--- src/hw/rtl/atb_pkg.sv ---
package atb_pkg;

    localparam int MAX_ENTRIES = 1024;
    localparam int IDX_W       = 10;
    localparam int CNT_W       = 11;
    localparam int WGT_W       = 17;
    localparam int SUM_W       = 27;
    localparam int RES_W       = 28;
    localparam int FRAC_BITS   = 16;
    localparam int PROB_W      = 17;
    localparam int DIV_CNT_W   = 5;

    localparam logic [WGT_W-1:0]  WEIGHT_MAX = WGT_W'(65536);
    localparam logic [PROB_W-1:0] PROB_ONE   = PROB_W'(1) << FRAC_BITS;
    localparam logic [SUM_W-1:0]  THRESH_ONE = SUM_W'(1) << FRAC_BITS;

    typedef enum logic [1:0] {
        ST_OK       = 2'd0,
        ST_INVALID  = 2'd1,
        ST_OVERFLOW = 2'd2
    } status_t;

    typedef enum logic [3:0] {
        S_IDLE,
        S_INIT,
        S_SCAN_RD,
        S_SCAN_MUL,
        S_SCAN_WR,
        S_PAIR_CHK,
        S_PAIR_S,
        S_PAIR_L,
        S_PAIR_RL,
        S_PAIR_DIV,
        S_LEFT_CHK,
        S_LEFT_WR,
        S_RD_MEM,
        S_RD_DIV,
        S_RD_OUT
    } state_t;

endpackage

--- src/hw/rtl/atb_divider.sv ---
module atb_divider (
    input  logic                         clk,
    input  logic                         rst_n,
    input  logic                         start,
    input  logic [atb_pkg::SUM_W-1:0]    dividend,
    input  logic [atb_pkg::SUM_W-1:0]    divisor,
    output logic [atb_pkg::PROB_W-1:0]   quotient,
    output logic                         done
);

    // restoring divide of (dividend << FRAC_BITS) / divisor, one quotient bit a cycle;
    // dividend never exceeds divisor, so the quotient fits PROB_W bits
    logic                            busy_reg, busy_next;
    logic                            done_reg, done_next;
    logic [atb_pkg::DIV_CNT_W-1:0]   cnt_reg, cnt_next;
    logic [atb_pkg::SUM_W-1:0]       rem_reg, rem_next;
    logic [atb_pkg::SUM_W-1:0]       div_reg, div_next;
    logic [atb_pkg::PROB_W-1:0]      q_reg, q_next;
    logic                            bit_reg, bit_next;
    logic [atb_pkg::SUM_W:0]         trial;
    logic [atb_pkg::SUM_W:0]         diff;
    logic                            ge;

    always_ff @(posedge clk or negedge rst_n)
    begin
        if (!rst_n)
        begin
            busy_reg <= 1'b0;
            done_reg <= 1'b0;
            cnt_reg  <= '0;
        end
        else
        begin
            busy_reg <= busy_next;
            done_reg <= done_next;
            cnt_reg  <= cnt_next;
        end
    end

    always_ff @(posedge clk)
    begin
        rem_reg <= rem_next;
        div_reg <= div_next;
        q_reg   <= q_next;
        bit_reg <= bit_next;
    end

    // trial subtract
    assign trial = {rem_reg, bit_reg};
    assign diff  = trial - {1'b0, div_reg};
    assign ge    = (trial >= {1'b0, div_reg});

    always_comb
    begin
        busy_next = busy_reg;
        done_next = 1'b0;
        cnt_next  = cnt_reg;
        rem_next  = rem_reg;
        div_next  = div_reg;
        q_next    = q_reg;
        bit_next  = bit_reg;
        if (start)
        begin
            busy_next = 1'b1;
            cnt_next  = atb_pkg::DIV_CNT_W'(atb_pkg::PROB_W);
            rem_next  = dividend >> 1;
            bit_next  = dividend[0];
            div_next  = divisor;
            q_next    = '0;
        end
        else if (busy_reg)
        begin
            rem_next = ge ? diff[atb_pkg::SUM_W-1:0] : trial[atb_pkg::SUM_W-1:0];
            q_next   = {q_reg[atb_pkg::PROB_W-2:0], ge};
            bit_next = 1'b0;
            cnt_next = cnt_reg - 1'b1;
            if (cnt_reg == atb_pkg::DIV_CNT_W'(1))
            begin
                busy_next = 1'b0;
                done_next = 1'b1;
            end
        end
    end

    assign quotient = q_reg;
    assign done     = done_reg;

endmodule

--- config.mk ---
export PLATFORM = sky130hd
export DESIGN_NAME = atb_divider
export DESIGN_NICKNAME = d
export VERILOG_FILES = /design/src/hw/rtl/atb_pkg.sv /design/src/hw/rtl/atb_divider.sv
export SDC_FILE = /design/constraint.sdc
export NUM_CORES = 1
export LEC_CHECK = 0
export BUFFER_PORTS_ARGS = -buffer_cell sky130_fd_sc_hd__buf_2
export CAP_MARGIN = 5
export CORE_MARGIN = 1
export CORE_UTILIZATION = 57
export CTS_CLUSTER_DIAMETER = 40
export DETAILED_ROUTE_END_ITERATION = 10
export MAX_ROUTING_LAYER = met4
export PLACE_DENSITY = 0.79
export SLEW_MARGIN = 20
export SYNTH_ARGS = -nofsm -noshare
export SYNTH_HDL_FRONTEND = slang
export SYNTH_SLANG_ARGS = --single-unit
--- constraint.sdc ---
create_clock -name clk -period 3.58 [get_ports clk]
set_input_delay 0.358 -clock clk [delete_from_list [all_inputs] [get_ports clk]]
set_output_delay 0.358 -clock clk [all_outputs]
set_load 0.02 [all_outputs]
==> results of run 1 <==
==> metal layers <==
layer	track usage [%]	part of all wire (%)
met2	39.28	48
met4	9.872	2.0
met5	-	0
met3	4.146	5.2
met1	30.61	45
==> layout make-up <==
class                           instances  area [µm²]  share of cell area (%)
Sequential cell                        79        2157                   39.87
Inverter                               40       150.1                   2.775
Clock buffer                            9       123.9                   2.290
Timing Repair Buffer                   80       442.9                   8.187
Clock inverter                          7       58.81                   1.087
Multi-Input combinational cell        320        2350                   43.43
Tap cell                              102       127.6                   2.359
==> worst paths after layout <==
path / startpoint / to / slack (ns)
max: div_reg[0]$_DFFE_PP_ / rem_reg[6]$_DFFE_PP_ / 0.26
min: divisor[26] / div_reg[26]$_DFFE_PP_ / 0.16
max reg2reg: div_reg[0]$_DFFE_PP_ / rem_reg[6]$_DFFE_PP_ / 0.26
min reg2reg: quotient[16]$_SDFFE_PP0P_ / quotient[16]$_SDFFE_PP0P_ / 0.51
max in group asynchronous: rst_n / cnt_reg[4]$_DFFE_PN0P_ / 3.07
min in group asynchronous: rst_n / cnt_reg[2]$_DFFE_PN0P_ / 0.36
==> worst max-delay path: stages, from the launching register on <==
cell	delay, ns
edfxtp_1	0.39
ha_1	0.24
fa_1	0.40
nor2b_1	0.15
o21a_1	0.16
o21ai_2	0.10
a211oi_2	0.25
nor4_2	0.10
o31ai_4	0.44
buf_12	0.24
mux2_2	0.34
mux2_2	0.26
==> timing repair <==
item,CTS,global route
resized for setup,0,0
hold buffers,1,0
endpoints found under the hold margin,7,0
==> synth_stat cells (4+ instances only) <==
master	count	area share [%]
nand2_1	16	1.3
o21a_1	5	0.79
nor3b_1	7	1.1
inv_1	40	3.2
ha_1	29	7.6
xor2_1	8	1.5
nand3_1	7	0.74
a21o_1	17	2.7
nor2_1	47	3.7
xnor2_1	19	3.5
a211oi_1	4	0.63
mux2_2	18	4.3
a21oi_1	36	3.8
mux2i_1	19	4.0
clkbuf_1	8	0.63
a31oi_1	6	0.79
nor3_1	5	0.53
edfxtp_1	54	34
o21ai_0	15	1.6
buf_2	4	0.42
a221o_1	5	1.1
dfrtp_1	7	3.7
dfxtp_1	18	7.6
nand2b_1	6	0.79
nor2b_1	5	0.66
==> logic make-up after synthesis <==
group                    count (synthesis)  share of synthesized area (%)
AND/OR/NAND/NOR                        115                          12.10
AO/OA/AOI/OAI                          109                          15.45
flip-flops                              79                          45.46
buffers and inverters                   57                          5.011
multiplexers                            39                          8.913
adder cells (fa/ha/maj)                 30                          8.070
XOR/XNOR                                27                          4.984
==> power by group <==
group / internal [mW] / total, mW / switching [mW]
Combinational: 1.13 / 2.47 / 1.34
Clock: 0.265 / 0.637 / 0.372
Sequential: 1.27 / 1.42 / 0.151
==> stage by stage <==
stage               instances  area [µm²]  total power, mW  worst slack, ns  hold WS (ns)
finish                    637        5410            4.529           0.2619        0.1620
global route              637        5410            4.859           0.1530        0.1485
CTS                       637        5410            4.525           0.2936        0.1457
detailed placement        620        5218            3.868           0.3152        0.2011
global placement          620        5218            3.811           0.4355        0.1961
floorplan                 456        4745            3.366           0.7021       0.06241
==> flow_summary_export.csv, run 1 <==
group,metric,value,unit
status,status,"finished clean",
timing,period_share,92.68,%
timing,fin_skew,0.01032,ns
clocking,tritoncts,"done",
clocking,clkSlewWorstSetupHoldPaths,0.09,ns
worst_setup_path,reg2regPathDepth,11,
detailed_routing,dr.pass1.iters,4,
synth,synth_edf_count,54,
place,globalplace.congestion,0.8763,
floorplan,die_area,8693,µm²
detailed_routing,wl,9780,µm
detailed_routing,remaining_drc_errors,0,
clocking,htreeDepth,3,
worst_setup_path,worstPathRequired,3.70,ns
timing,setup_viol,0,
floorplan,dieWidth,93.24,µm
synth,synthFlopType,"edfxtp_1",
power_and_ir_drop,vdd_drop_max,0.4493,mV
worst_setup_path,path_max_fanout,27,
detailed_routing,postRouteAntennaNets,0,
detailed_routing,detail_route.vias_per_cell,5.703,
worst_setup_path,cp-end-kind,"register",
run,cap_viol_max_count,0,
synth,syn-num-nets,543,
synth,synth-seq-cells,79,
clocking,cts_buffers,9,
synth,syn_area_per_cell,10.40,µm²
timing,layout_min_cycle_time,3.318,ns
global_routing,grtUsageTotal,24.36,%
synth,async_flop_share,8.861,%
layout,final_util,68.59,%
power_and_ir_drop,p_leak,2.515,nW
clocking,clock_latency,0.36,ns
layout,area_growth,14.03,%
clocking,clk_path_buf_depth,2,
layout,nets,617,
worst_setup_path,startpoint_type,"register",
layout,mostFrequentLayoutCell,"buf_2",
detailed_routing,vias,3633,
detailed_routing,post_drt_wl_per_cell,15.35,µm
timing,timing.slew.headroom,45.75,%
hold_path,hold_depth,1,
global_routing,grt_pass1_vias,3544,
synth,ys_seq_area_share,45.46,%
global_routing,grt_max_degree,54,
layout,layout_common_cells,"74 x buf_2, 54 x edfxtp_1, 47 x nor2_1",
global_routing,grt_pass1_wl,16080,µm
floorplan,row_count,32,
synth,syn-cell-area,4745,µm²
place,hpwl,7013,µm
clocking,postCtsSetupBuffers,0,
detailed_routing,drt_first_iter_violations,194,
timing,finalHoldViolCount,0,
worst_setup_path,crit_type,"reg -> reg",
timing,drv_slew,0,
floorplan,fp.dieH,93.24,µm
power_and_ir_drop,power.density,837.0,nW/µm²
timing,worst_pin_slew,0.8137,ns
clocking,numClockSinks,79,
timing,rsz0062_at_grt,"false",
timing,final.setup.tns,0,ns
layout,num-fill-cells,602,
floorplan,ios,75,
floorplan,start_util,60.15,%
worst_setup_path,crit_arrival,3.44,ns
floorplan,core_area,7888,µm²
global_routing,grt_overflow_total,0,
synth,synth.distinct_cells,59,
clocking,root_buffer,"clkbuf_8",
layout,antenna_cells,0,
timing,fmaxAchievable,0.3014,GHz
synth,yosys_warnings,0,
place,io_buffers,74,
global_routing,antenna_found_initial,0,
layout,drive_gt1_share,23.36,%
synth,synthCells,456,
hold_path,hold_path_class,"in -> reg",
(Power assumes the default switching activity.)
==> run 2: changes to the inputs <==
==> constraint.sdc (replaced) <==
create_clock -name clk -period 3.58 [get_ports clk]
set_input_delay 0.179 -clock clk [delete_from_list [all_inputs] [get_ports clk]]
set_output_delay 0.179 -clock clk [all_outputs]
set_load 0.02 [all_outputs]
==> run 2 against run 1 <==
Combinational power about the same. Clock skew increased by 0.0013 ns. Power grew 0.50%. Largest cell class unchanged. Flip-flop and latch count is the same. Count of clock-buffer cells in the layout unchanged. First-iteration DRC count grew 6.2%. Highest routed layer unchanged.
==> flow_summary_export.csv, run 2 (synthesis results as in run 1) <==
group,metric,value,unit
status,status,"finished clean",
worst_setup_path,r2r-start,"div_reg[0]$_DFFE_PP_",
power_and_ir_drop,power_frac_comb,54.8,%
clocking,cts_resized,0,
floorplan,core_area,7888,µm²
layout,num-fill-cells,571,
hold_path,hold_depth,2,
worst_setup_path,critPathSlowestCell,"o31ai_4",
floorplan,ios,75,
worst_setup_path,reg2regPathDepth,11,
clocking,clkSlewWorstSetupHoldPaths,0.10,ns
clocking,root_buffer,"clkbuf_8",
timing,worst_pin_slew,0.7780,ns
timing,layout_min_cycle_time,3.321,ns
clocking,tritoncts,"done",
detailed_routing,wl,10100,µm
floorplan,dieWidth,93.24,µm
layout,regArea,2157,µm²
place,io_buffers,74,
detailed_routing,vias,3731,
timing,rsz0062_at_grt,"false",
timing,drv_slew,0,
detailed_routing,post_drt_wl_per_cell,15.20,µm
hold_path,min_from,"dividend[0]",
floorplan,start_util,60.15,%
place,hpwl,7013,µm
floorplan,die_area,8693,µm²
clocking,postCtsSetupBuffers,0,
detailed_routing,detail_route.vias_per_cell,5.619,
timing,fmaxAchievable,0.3011,GHz
clocking,clk_path_buf_depth,2,
worst_setup_path,path_max_fanout,27,
hold_path,hold_path_class,"in -> reg",
detailed_routing,drt_first_iter_violations,206,
layout,final_util,72.02,%
layout,antenna_cells,0,
place,post-place-ws,0.3152,ns
timing,final.setup.tns,0,ns
timing,finalHoldViolCount,0,
worst_setup_path,cpPeakStageDelay,0.44,ns
layout,layout_common_cells,"74 x buf_2, 54 x edfxtp_1, 47 x nor2_1",
clocking,numClockSinks,79,
worst_setup_path,rr_endpoint,"rem_reg[6]$_DFFE_PP_",
power_and_ir_drop,p_int,2.680,mW
place,globalplace.congestion,0.8763,
layout,multiInputGateArea,2350,µm²
timing,setup_viol,0,
timing,timing.slew.headroom,48.13,%
hold_path,holdPathEnd,"bit_reg$_SDFFCE_PN0P_",
global_routing,grt_pass1_vias,3705,
global_routing,grt_overflow_total,0,
global_routing,grtUsageTotal,25.40,%
worst_setup_path,path_cells,"ha_1 > fa_1 > nor2b_1 > o21a_1 > o21ai_2 > a211oi_2 > nor4_2 > o31ai_4 > buf_12 > mux2_2 > mux2_2",
clocking,cts_buffers,9,
run,cap_viol_max_count,0,
timing,fin_ws,0.2593,ns
global_routing,grt_pass1_wl,16720,µm
worst_setup_path,crit_path_frequent_cell,"mux2_2",
clocking,htreeDepth,3,
worst_setup_path,startpoint_type,"register",
timing,period_share,92.76,%
layout,area_growth,19.73,%
floorplan,fp.dieH,93.24,µm
clocking,ctsHoldBuffers,28,
worst_setup_path,crit_type,"reg -> reg",
layout,drive_gt1_share,22.24,%
detailed_routing,remaining_drc_errors,0,
worst_setup_path,crit_arrival,3.44,ns
detailed_routing,dr.pass1.iters,5,
power_and_ir_drop,power.density,801.2,nW/µm²
worst_setup_path,r2r_slack,0.26,ns
global_routing,grt_max_degree,54,
layout,stdcell_area,5680,µm²
detailed_routing,postRouteAntennaNets,0,
place,dpl_cell_area,5218,µm²
power_and_ir_drop,p_leak,2.627,nW
clocking,clock_latency,0.36,ns
global_routing,antenna_found_initial,0,
power_and_ir_drop,p_switching,1.871,mW
worst_setup_path,cp-end-kind,"register",
power_and_ir_drop,p_seq_share,31.2,%
power_and_ir_drop,p_clk_share,14.0,%
layout,nets,644,
power_and_ir_drop,switching_share,41.11,%
worst_setup_path,startpoint,"div_reg[0]$_DFFE_PP_",
power_and_ir_drop,vdd_drop_max,0.4492,mV
timing,fin_skew,0.01158,ns
floorplan,row_count,32,
worst_setup_path,worstPathRequired,3.70,ns
layout,mostFrequentLayoutCell,"buf_2",
==> run 2: power groups by stage <==
stage                     clock, mW  combinational, mW  sequential [mW]
after floorplan                   0               1.97             1.40
after global placement            0               2.38             1.43
after detailed placement          0               2.43             1.44
after CTS                     0.655               2.47             1.42
after global routing          0.681               2.76             1.44
final                         0.639               2.49             1.42
==> run 2: how the worst max path moves through the flow <==
stage	slack [ns]	to	depth (start not counted)
finish	0.26	rem_reg[6]$_DFFE_PP_	11
global route	0.14	rem_reg[6]$_DFFE_PP_	11
CTS	0.29	rem_reg[6]$_DFFE_PP_	11
detailed placement	0.32	rem_reg[3]$_DFFE_PP_	11
global placement	0.44	rem_reg[3]$_DFFE_PP_	11
floorplan	0.70	rem_reg[19]$_DFFE_PP_	11
==> run 2: area by class of cell <==
cell class	instances	share of cell area [%]
Tap cell	102	2.247
Timing Repair Buffer	107	12.56
Multi-Input combinational cell	320	41.37
Sequential cell	79	37.97
Inverter	40	2.643
Clock inverter	7	1.035
Clock buffer	9	2.181
==> run 2: metrics by stage <==
| step | std cells | hold WS (ns) | total power, mW |
|---|---|---|---|
| finish | 664 | 0.1027 | 4.551 |
| floorplan | 456 | -0.1166 | 3.366 |
| global route | 664 | 0.1016 | 4.886 |
| detailed placement | 620 | 0.02211 | 3.868 |
| CTS | 664 | 0.08668 | 4.547 |
| global placement | 620 | 0.01714 | 3.811 |
==> run 2: critical path: cells and delay by family (launching register included) <==
family	cells	cell delay, ns
buffers and inverters	1	0.24
muxes	2	0.60
and+or+nand+nor	2	0.25
AOI/OAI and AO/OA	4	0.95
DFF	1	0.40
adders and majority gates	2	0.64
==> run 2: layer usage <==
| metal | track usage, % | part of all wire [%] | up-vias |
|---|---|---|---|
| li1 | - | - | 1855 |
| met1 | 31.27 | 44 | 1739 |
| met2 | 41.79 | 49 | 114 |
| met3 | 4.146 | 4.7 | 23 |
| met4 | 10.38 | 2.6 | 0 |
| met5 | - | 0 | - |
